[config.mk]
export PLATFORM = sky130hd
export DESIGN_NAME = delayed_event_scheduler
export DESIGN_NICKNAME = d
export VERILOG_FILES = /design/src/sv/des_pkg.sv /design/src/sv/des_cell.sv /design/src/sv/des_chain.sv /design/src/sv/delayed_event_scheduler.sv
export SDC_FILE = /design/constraint.sdc
export NUM_CORES = 2
export LEC_CHECK = 0
export BUFFER_PORTS_ARGS = -buffer_cell sky130_fd_sc_hd__buf_2
export CAP_MARGIN = 0
export CORE_MARGIN = 1.5
export CORE_UTILIZATION = 45
export DETAILED_ROUTE_END_ITERATION = 12
export PLACE_DENSITY_LB_ADDON = 0.3
export SLEW_MARGIN = 20
export SYNTH_ARGS = -nofsm -noshare
export SYNTH_HDL_FRONTEND = slang
export SYNTH_SLANG_ARGS = --single-unit
[constraint.sdc]
create_clock -name clk -period 5.7 [get_ports clk]
set_input_delay 0.57 -clock clk [delete_from_list [all_inputs] [get_ports clk]]
set_output_delay 0.57 -clock clk [all_outputs]
set_load 0.03 [all_outputs]
[src/sv/des_pkg.sv]
// des_pkg: shared types and constants for the delayed event scheduler.
// Used by des_cell, des_chain and delayed_event_scheduler. No dependencies.
`timescale 1ns / 1ps

package des_pkg;

	localparam int TIME_W  = 32;
	localparam int EVENT_W = 8;
	localparam int DELAY_W = 16;

	// results released by one tick at most
	localparam int MAX_RESULTS = 16;
	localparam int RES_W       = $clog2(MAX_RESULTS);

	typedef logic [1:0] status_t;
	localparam status_t ST_EXEC = 2'd0;
	localparam status_t ST_LATE = 2'd1;
	localparam status_t ST_FULL = 2'd2;

	localparam logic REQ_EVENT = 1'b0;
	localparam logic REQ_TICK  = 1'b1;

	typedef struct packed {
		logic [TIME_W-1:0]  due;
		logic [EVENT_W-1:0] ev;
	} entry_t;

	typedef struct packed {
		logic insert;
		logic pop;
	} chain_ctrl_t;

endpackage

[src/sv/des_cell.sv]
// des_cell: one slot of the time-sorted chain.
// Depends on des_pkg (entry_t, chain_ctrl_t).
`timescale 1ns / 1ps

module des_cell (
	input  logic                 clk,
	input  logic                 occ,
	input  logic                 prev_keep,
	input  des_pkg::entry_t      prev_d,
	input  des_pkg::entry_t      next_d,
	input  des_pkg::entry_t      new_d,
	input  des_pkg::chain_ctrl_t ctrl,
	output logic                 keep,
	output des_pkg::entry_t      d
);

	des_pkg::entry_t d_q;

	// entry stays put on insert when it is due at or before the new one
	assign keep = occ && (d_q.due <= new_d.due);
	assign d    = d_q;

	always_ff @(posedge clk) begin
		if (ctrl.pop) begin
			d_q <= next_d;
		end else if (ctrl.insert && !keep) begin
			d_q <= prev_keep ? new_d : prev_d;
		end
	end

endmodule

[src/sv/des_chain.sv]
// des_chain: row of des_cell slots plus the fill count.
// Depends on des_pkg and des_cell.
`timescale 1ns / 1ps

module des_chain #(
	parameter int DEPTH = 16
) (
	input  logic                        clk,
	input  logic                        arst_n,
	input  des_pkg::chain_ctrl_t        ctrl,
	input  des_pkg::entry_t             new_d,
	output logic [$clog2(DEPTH+1)-1:0]  count,
	output des_pkg::entry_t             head,
	output des_pkg::entry_t             second
);

	localparam int CW = $clog2(DEPTH + 1);

	logic [CW-1:0]   count_q;
	logic [DEPTH-1:0] occ;
	logic [DEPTH-1:0] keep;
	des_pkg::entry_t d [DEPTH];

	genvar i;
	generate
		for (i = 0; i < DEPTH; i++) begin : g_cell
			des_pkg::entry_t prev_d;
			des_pkg::entry_t next_d;
			logic            prev_keep;

			assign occ[i] = count_q > CW'(i);

			if (i == 0) begin : g_first
				assign prev_d    = new_d;
				assign prev_keep = 1'b1;
			end else begin : g_mid
				assign prev_d    = d[i-1];
				assign prev_keep = keep[i-1];
			end

			if (i == DEPTH - 1) begin : g_last
				assign next_d = d[i];
			end else begin : g_inner
				assign next_d = d[i+1];
			end

			des_cell u_cell (
				.clk       (clk),
				.occ       (occ[i]),
				.prev_keep (prev_keep),
				.prev_d    (prev_d),
				.next_d    (next_d),
				.new_d     (new_d),
				.ctrl      (ctrl),
				.keep      (keep[i]),
				.d         (d[i])
			);
		end
	endgenerate

	always_ff @(posedge clk or negedge arst_n) begin
		if (!arst_n) begin
			count_q <= '0;
		end else if (ctrl.insert) begin
			count_q <= count_q + CW'(1);
		end else if (ctrl.pop) begin
			count_q <= count_q - CW'(1);
		end
	end

	assign count  = count_q;
	assign head   = d[0];
	assign second = d[1];

endmodule

[src/sv/delayed_event_scheduler.sv]
// delayed_event_scheduler: lockstep event scheduler over a time-sorted cell chain.
// Depends on des_pkg and des_chain.
//
//   channel  dir  handshake           payload
//   in       in   in_valid/in_stall   req_type, event_number, request_time, current_time
//   out      out  out_valid/out_stall out_event, status, last
//   cfg      in   cfg_we              cfg_wdata (lockstep_delay)
//
// An event request registers the due-time add at accept, then compares and
// inserts into the chain (or loads a result into the output register).
// A tick releases one due event per cycle while the output does not stall, and
// returns to idle when nothing is due; each release pops the chain head.
// Input stalls for the whole transaction; one output register.
// Reset clears control, delay and fill count; slot contents are not cleared.
`timescale 1ns / 1ps

module delayed_event_scheduler #(
	parameter int QUEUE_DEPTH = 16
) (
	input  logic        clk,
	input  logic        arst_n,
	input  logic        cfg_we,
	input  logic [15:0] cfg_wdata,
	input  logic        in_valid,
	output logic        in_stall,
	input  logic        req_type,
	input  logic [7:0]  event_number,
	input  logic [31:0] request_time,
	input  logic [31:0] current_time,
	output logic        out_valid,
	input  logic        out_stall,
	output logic [7:0]  out_event,
	output logic [1:0]  status,
	output logic        last
);

	localparam int CW = $clog2(QUEUE_DEPTH + 1);

	typedef enum logic [2:0] {
		S_IDLE = 3'b001,
		S_REQ  = 3'b010,
		S_POP  = 3'b100
	} state_t;

	state_t state_q;

	logic [des_pkg::DELAY_W-1:0]   delay_q;
	logic [des_pkg::TIME_W:0]      due_s1;
	logic [des_pkg::TIME_W-1:0]    now_s1;
	logic [des_pkg::EVENT_W-1:0]   ev_s1;
	logic [des_pkg::RES_W-1:0]     n_q;

	logic                          out_valid_q;
	logic [des_pkg::EVENT_W-1:0]   out_event_q;
	des_pkg::status_t              status_q;
	logic                          last_q;

	des_pkg::chain_ctrl_t ctrl;
	des_pkg::entry_t      new_d;
	des_pkg::entry_t      head;
	des_pkg::entry_t      second;
	logic [CW-1:0]        count;

	logic in_fire;
	logic load_ok;
	logic is_late;
	logic is_future;
	logic is_full;
	logic head_due;
	logic pop_last;
	logic emit;
	des_pkg::entry_t emit_d;
	des_pkg::status_t emit_st;
	logic emit_last;

	assign in_stall = (state_q != S_IDLE);
	assign in_fire  = in_valid && !in_stall;
	assign load_ok  = !out_valid_q || !out_stall;

	assign is_late   = due_s1 < {1'b0, now_s1};
	assign is_future = due_s1 > {1'b0, now_s1};
	assign is_full   = (count == CW'(QUEUE_DEPTH));

	assign head_due = (count != '0) && (head.due <= now_s1);
	assign pop_last = (n_q == des_pkg::RES_W'(des_pkg::MAX_RESULTS - 1))
		|| (count == CW'(1)) || (second.due > now_s1);

	// saturate due times past 32 bits
	assign new_d.due = due_s1[des_pkg::TIME_W] ? '1 : due_s1[des_pkg::TIME_W-1:0];
	assign new_d.ev  = ev_s1;

	always_comb begin
		ctrl      = '0;
		emit      = 1'b0;
		emit_d    = head;
		emit_st   = des_pkg::ST_EXEC;
		emit_last = 1'b1;
		unique case (state_q)
			S_REQ: begin
				emit_d.ev = ev_s1;
				if (is_future && !is_full) begin
					ctrl.insert = 1'b1;
				end else begin
					emit    = load_ok;
					emit_st = is_future ? des_pkg::ST_FULL :
						(is_late ? des_pkg::ST_LATE : des_pkg::ST_EXEC);
				end
			end
			S_POP: begin
				if (head_due && load_ok) begin
					emit      = 1'b1;
					emit_last = pop_last;
					ctrl.pop  = 1'b1;
				end
			end
			default: begin
			end
		endcase
	end

	always_ff @(posedge clk or negedge arst_n) begin
		if (!arst_n) begin
			state_q <= S_IDLE;
			delay_q <= '0;
			n_q     <= '0;
		end else begin
			if (cfg_we) begin
				delay_q <= cfg_wdata;
			end
			unique case (state_q)
				S_IDLE: begin
					n_q <= '0;
					if (in_fire) begin
						state_q <= (req_type == des_pkg::REQ_TICK) ? S_POP : S_REQ;
					end
				end
				S_REQ: begin
					if (ctrl.insert || emit) begin
						state_q <= S_IDLE;
					end
				end
				S_POP: begin
					if (!head_due || (emit && emit_last)) begin
						state_q <= S_IDLE;
					end
					if (emit) begin
						n_q <= n_q + des_pkg::RES_W'(1);
					end
				end
				default: state_q <= S_IDLE;
			endcase
		end
	end

	always_ff @(posedge clk) begin
		if (in_fire) begin
			due_s1 <= {1'b0, request_time} + {{(des_pkg::TIME_W + 1 - des_pkg::DELAY_W){1'b0}},
				delay_q};
			now_s1 <= current_time;
			ev_s1  <= event_number;
		end
	end

	always_ff @(posedge clk or negedge arst_n) begin
		if (!arst_n) begin
			out_valid_q <= 1'b0;
		end else if (emit) begin
			out_valid_q <= 1'b1;
		end else if (!out_stall) begin
			out_valid_q <= 1'b0;
		end
	end

	always_ff @(posedge clk) begin
		if (emit) begin
			out_event_q <= emit_d.ev;
			status_q    <= emit_st;
			last_q      <= emit_last;
		end
	end

	des_chain #(
		.DEPTH (QUEUE_DEPTH)
	) u_chain (
		.clk    (clk),
		.arst_n (arst_n),
		.ctrl   (ctrl),
		.new_d  (new_d),
		.count  (count),
		.head   (head),
		.second (second)
	);

	assign out_valid = out_valid_q;
	assign out_event = out_event_q;
	assign status    = status_q;
	assign last      = last_q;

	a_fill_bound: assert property (@(posedge clk) disable iff (!arst_n)
		count <= CW'(QUEUE_DEPTH))
		else $error("fill count beyond queue depth");

	a_accept_busy: assert property (@(posedge clk) disable iff (!arst_n)
		in_fire |=> state_q != S_IDLE)
		else $error("accepted transaction left block idle");

	a_last_pop: assert property (@(posedge clk) disable iff (!arst_n)
		(ctrl.pop && count == CW'(1)) |=> (out_valid_q && last_q && count == '0))
		else $error("emptying pop not flagged last");

	a_count_hold: assert property (@(posedge clk) disable iff (!arst_n)
		(!ctrl.insert && !ctrl.pop) |=> count == $past(count))
		else $error("fill count moved without insert or pop");

endmodule

# Word-level counts from Yosys, hierarchy flattened
# Cells that the tools add are included.
op_classes:
  eq_ne: 12
  muxes: 68
  reduce_logical: 86
  bitwise: 2
  n_lt_le_gt_ge: 36
  add_sub_neg: 4
ops:
  columns: ["operator", "n"]
  rows:
  - ["$mux 40", 45]
  - ["$le 32x32->1", 17]
  - ["$gt 5x4->1 const B", 8]
  - ["$logic_and 1x1->1", 37]
  - ["$reduce_bool 2->1", 17]
  - ["$add 32x16->33", 1]
  - ["$gt 33x32->1", 1]
  - ["$lt 33x32->1", 1]
  - ["$gt 32x32->1", 1]
  - ["$mux 32", 1]
  - ["$logic_not 1->1", 21]
  - ["$gt 5x3->1 const B", 4]
  - ["$mux 3", 4]
  - ["$gt 5x1->1 const B", 2]
  - ["$gt 5x2->1 const B", 2]
  - ["$mux 1", 10]
  - ["$mux 5", 2]
  - ["$pmux 3 s3", 1]
  - ["$mux 8", 1]
  - ["$ne 2x2->1 const B", 4]
  - ["$pmux 4 s2", 1]
  - ["$add 5x1->5 const B", 1]
  - ["$eq 5x1->1 const B", 1]
  - ["$eq 5x5->1 const B", 1]
  - ["other kinds (18)", 24]
word_totals:
  in_bits: 94
  wordCells: 252
  ff_bits: 753

# Longest topological paths before layout
depth:
  depth_word: 9
  depth_mapped: 13
  ltp_nobuf: 11

# Cells and area by module
# From an unflattened synthesis, not the netlist that was laid out.
unflattened:
  cells_unflattened: 5351
  area_unflattened_um2: 54066.9
by_module_without_submodules:
  columns: ["mod", "seq_area_each_um2", "instances", "cells_each", "area_each_um2"]
  rows:
  - ["des_cell", 1201.2, 16, 290, 2896.5]
  - ["delayed_event_scheduler", 3124.2, 1, 651, 7234.4]
  - ["des_chain", 125.1, 1, 60, 488.0]

# Worst setup path after synthesis
# Ideal clock, no wire load.
synth_timing:
  path_kind: "flip-flop to flip-flop"
  start: "reg due_s1[32] (netlist bit)"
  end: "reg u_chain.g_cell[8].u_cell.d_q, in the netlist u_chain.g_cell[8].u_cell.d[0] (enable)"
  t_required_ns: 5.207
  setup_slack_ns: -0.507
  arrival_time_ns: 5.714
  synth_period_minus_slack_ns: 6.207
  path_buffers: 2
  path_stages_with_launch: 13
  cell_sequence: "edfxtp_1 -> clkbuf_1 -> or2_2 -> inv_1 -> ha_1 -> nand3_1 -> nor3_2 -> nand3_1 -> or3_1 -> o2111ai_1 -> o22ai_4 -> buf_8 -> o21ai_0"
synth_via:
  elab_chain_cells: 6
synth_lines:
  columns: ["item", "line", "rtl"]
  rows:
  - ["from (decl)", "delayed_event_scheduler.sv:48", "logic [des_pkg::TIME_W:0] due_s1;"]
  - ["from (signal assigned)", "delayed_event_scheduler.sv:157", "due_s1 <= {1'b0, request_time} + {{(des_pkg::TIME_W + 1 - des_pkg::DELAY_W){1'b0}},"]
  - ["$gt 33x32->1 / $mux 32 (equally long branches)", "delayed_event_scheduler.sv:81, delayed_event_scheduler.sv:89", null]
  - ["$logic_and 1x1->1 / $le 32x32->1 (equally long branches)", "delayed_event_scheduler.sv:101, des_cell.sv:20", null]
  - ["$mux 1 / $logic_and 1x1->1 (equally long branches)", "delayed_event_scheduler.sv:101, des_cell.sv:20", null]
  - ["$mux 1 / $logic_not 1->1 (equally long branches)", "delayed_event_scheduler.sv:98, des_cell.sv:26", null]
  - ["$logic_and 1x1->1 (*)", "des_cell.sv:26", "end else if (ctrl.insert && !keep) begin"]
  - ["$reduce_bool 2->1 (no line) (*)", null, null]
  - ["to (signal assigned)", "des_cell.sv:25", "d_q <= next_d;"]
  - ["to (signal assigned)", "des_cell.sv:27", "d_q <= prev_keep ? new_d : prev_d;"]
  - ["to (decl)", "des_cell.sv:17", "des_pkg::entry_t d_q;"]
# Every way passes the cells marked *; elsewhere a longest branch is shown, timed or not.
# A chain may end at the register's enable or synchronous reset.

# Final worst setup path
layout_timing:
  start: "reg due_s1[32] (netlist bit)"
  end: "reg u_chain.g_cell[6].u_cell.d_q, in the netlist u_chain.g_cell[6].u_cell.d[17] (enable)"
layout_via:
  elab_chain_cells: 6
layout_lines:
  columns: ["item", "line"]
  rows:
  - ["$gt 33x32->1 / $mux 32 (equally long branches)", "delayed_event_scheduler.sv:81, delayed_event_scheduler.sv:89"]
  - ["$logic_and 1x1->1 / $le 32x32->1 (equally long branches)", "delayed_event_scheduler.sv:101, des_cell.sv:20"]
  - ["$mux 1 / $logic_and 1x1->1 (equally long branches)", "delayed_event_scheduler.sv:101, des_cell.sv:20"]
  - ["$mux 1 / $logic_not 1->1 (equally long branches)", "delayed_event_scheduler.sv:98, des_cell.sv:26"]
  - ["$logic_and 1x1->1 (*)", "des_cell.sv:26"]
  - ["$reduce_bool 2->1 (no line) (*)", null]
  - ["to (signal assigned)", "des_cell.sv:25"]
  - ["to (signal assigned)", "des_cell.sv:27"]
  - ["to (decl)", "des_cell.sv:17"]
# Marked as above.

==> impl_metrics.env <==
export IMPL_die_y_um=339
export IMPL_fp_dieW_um=339
export IMPL_power_total_mw=17.0
export IMPL_n_antenna_cell=0
export IMPL_ys_seq_area_share_pct=44.2
export IMPL_power_switching_mw=5.40
export IMPL_grt_start_max_net_pins=100
export IMPL_crit_chain="buf_4, buf_4, or2_2, inv_1, ha_1, and3_1, nand3_1, nor4_1, o311ai_0, nand4_1, o21ai_4, buf_12, o21ai_4, buf_4"
export IMPL_remaining_drc_errors=0
export IMPL_hold_buffers=0
export IMPL_max_clock_path_buffers=3
export IMPL_netlist_area_leader_share_pct=42.8
export IMPL_rows=123
export IMPL_syn_avg_cell_area_um2=10.5
export IMPL_clockPowerShare_pct=30.7
export IMPL_swShare_pct=31.7
export IMPL_initial_core_util_pct=45.3
export IMPL_vias=38675
export IMPL_maxCapViolCount=0
export IMPL_synthToLayoutAreaGrowth_pct=11.7
export IMPL_track_usage_pct=24.1
export IMPL_worst_slack_ps=564
export IMPL_slew_headroom_pct=27.3
export IMPL_crit_required_ps=6010
export IMPL_min_path_type="primary input to async pin"
export IMPL_setup_worst_path_class="flop to flop"
export IMPL_ys_async_sr_fraction_pct=3.85
export IMPL_tightest_slew_ps=1080
export IMPL_cp_end_kind="flop"
export IMPL_postSynthNetCount=5545
export IMPL_finalCritPeriodShare_pct=90.1
export IMPL_fmax_mhz=195
export IMPL_p_leak_nw=23.2
export IMPL_post_cts_buffers=0
export IMPL_outcome="finished, final reports clean"
export IMPL_first_pass_iters=6
export IMPL_report_final_hold_viol_count=0
export IMPL_clk_pin_slew_ps=60
export IMPL_wl_per_cell_um=21.8
export IMPL_netlist_cell_type_count=78
export IMPL_via_per_inst=5.97
export IMPL_final_setup_tns_ps=0
export IMPL_p_per_area_nw_per_um2=300
export IMPL_portBuffers=106
export IMPL_root_buffer="clkbuf_16"
export IMPL_cp_slowest_cell="inv_1"
export IMPL_antenna_found_initial=0
export IMPL_synth_edf_count=724
export IMPL_fin_crit_ps=5140
export IMPL_synth_flop_cell="edfxtp_1"
export IMPL_critPathMaxStageDelay_ps=670
export IMPL_overflow=0
export IMPL_grt_pass1_vias=38359
export IMPL_netlist_top_cells_area="edfxtp_1 43%, ha_1 16%, mux2i_1 9.2%, a21oi_1 5.6%, nor2_1 3.4%"
export IMPL_ant_nets=0
export IMPL_synth_warnings=0
export IMPL_drive_gt1_share_pct=11.1
export IMPL_p_comb_share_pct=28.4
export IMPL_netlist_instances=4820
export IMPL_grt_pass1_wl_mm=220
export IMPL_cts_tree="done"
export IMPL_ir_drop_mv=0.232
export IMPL_nets=5633
export IMPL_critPathLaunchType="flop"
export IMPL_intPower_mw=11.6
export IMPL_drv_slew=0
export IMPL_core_um2=112000
export IMPL_cts_buffers=82
export IMPL_htreeDepth=3
export IMPL_yosysTopAreaCell="edfxtp_1"
export IMPL_synth_seq_cells=753
export IMPL_seq_power_share_pct=40.9
export IMPL_hpwl_mm=109
export IMPL_drt_total_wl_mm=141
export IMPL_fin_skew_ps=28.1
export IMPL_rsz0062_at_grt="false"
export IMPL_clk_latency_ps=660
export IMPL_setup_viol=0
export IMPL_cpMostUsedCell="buf_4"
export IMPL_synthesis_area_um2=50800
export IMPL_die_area_um2=115000
export IMPL_nFillCells=9992
export IMPL_first_iter_violations=3255
export IMPL_dpl_worst_slack_ps=560
export IMPL_cp_arrival_ps=5450
export IMPL_worst_path_max_fanout=42
export IMPL_clock_sinks=753
export IMPL_io_pins=107
export IMPL_routabilityCongestion=0.938
export IMPL_cts_resized=0
[stage by stage]
step	std cells	instance area, µm²	util, %	hold slack [ps]
2_1_floorplan	4820	50800	-	274
3_3_place_gp	6324	54200	48.3	495
3_5_place_dp	6324	54200	48.3	501
4_1_cts	6474	56700	50.6	11.2
5_1_grt	6474	56700	50.6	57.8
6_report	6474	56700	50.6	15.3
[path summary, 6_finish.rpt]
kind,cells after the start,startpoint,end,slack [ps]
worst max-delay path,14,due_s1[32],u_chain.g_cell[6].u_cell.d[17],560
worst min-delay path,1,arst_n,n_q[2],20
worst max register to register,14,due_s1[32],u_chain.g_cell[6].u_cell.d[17],560
worst min register to register,1,delay_q[11],delay_q[11],510
max in group asynchronous,1,arst_n,delay_q[9],5120
min in group clk,1,event_number[0],ev_s1[0],80
[power by group through the flow]
| stage | Combinational, mW | Clock [mW] | Sequential [mW] |
|---|---|---|---|
| floorplan | 3.41 | 0 | 6.94 |
| global placement | 4.62 | 0 | 7.05 |
| detailed placement | 4.78 | 0 | 7.06 |
| CTS | 4.81 | 5.30 | 6.95 |
| global route | 5.33 | 5.49 | 6.99 |
| finish | 4.84 | 5.22 | 6.96 |
[sequential cells by signal, indices dropped and copies added (netlist names)]
register / cells
ev_s1: 8
u_chain.g_cell.u_cell.d: 640
delay_q: 16
u_chain.count: 5
status: 2
now_s1: 32
out_valid: 1
n_q: 4
last: 1
state_q: 3
due_s1: 33
out_event: 8
[layout make-up]
class,count,area [µm²],share of cell area (%)
Sequential cell,753,22500,39.6
Clock buffer,108,2170,3.82
Inverter,111,418,0.737
Timing Repair Buffer,287,2490,4.39
Clock inverter,42,354,0.624
Tap cell,1500,1880,3.31
Multi-Input combinational cell,3673,26900,47.5
[cell usage in the layout, fill, tap and decap left out, drive strengths merged, types with 6 or more instances in the layout]
| cell type | count |
|---|---|
| o31ai | 6 |
| o21bai | 10 |
| clkbuf | 108 |
| o221ai | 8 |
| a221o | 7 |
| o22ai | 8 |
| inv | 114 |
| mux2 | 68 |
| mux2i | 467 |
| a21o | 108 |
| o21a | 17 |
| nand2 | 352 |
| a31oi | 10 |
| or3 | 10 |
| or2 | 38 |
| nor2 | 454 |
| nand4 | 120 |
| a2111oi | 9 |
| clkinv | 33 |
| nor2b | 38 |
| buf | 287 |
| nor4 | 21 |
| o311ai | 95 |
| o21ai | 222 |
| and3 | 15 |
| a21oi | 570 |
| o211ai | 24 |
| nand2b | 29 |
| o211a | 6 |
| a211oi | 20 |
| edfxtp | 724 |
| dfrtp | 28 |
| ha | 630 |
| nand3 | 150 |
| nor3 | 35 |
| xnor2 | 22 |
| and4 | 20 |
| a221oi | 13 |
[critical path: cells and delay by family (launching register included)]
kind / cells / cell delay, ps
simple gates: 5 / 1710
buf+inv: 5 / 1630
compound gates: 3 / 620
flops: 1 / 550
fa+ha+maj: 1 / 220
[cells in the mapped netlist, types with 68 or more instances]
library cell	number
inv_1	111
nand3_1	150
buf_2	85
ha_1	630
o311ai_0	95
nor2_1	454
clkbuf_1	173
a21o_1	107
nand2_1	352
nand4_1	120
a21oi_1	570
edfxtp_1	724
o21ai_0	211
mux2_2	68
mux2i_1	467
[layer usage]
metal	wire length, µm	track usage, %	vias to the layer above
li1	-	-	18503
met1	62200	32.3	18773
met2	65400	39.3	1146
met3	7120	2.74	253
met4	6320	10.5	0
met5	0	0	-
[cells by family after synthesis]
group	synth area share, %
flip-flops	44.2
AO/OA/AOI/OAI	14.0
buffers and inverters	3.23
adder cells (fa/ha/maj)	15.6
AND/OR/NAND/NOR	11.8
multiplexers	10.7
XOR/XNOR	0.466
Note: power is estimated with default switching activity, not from simulation.
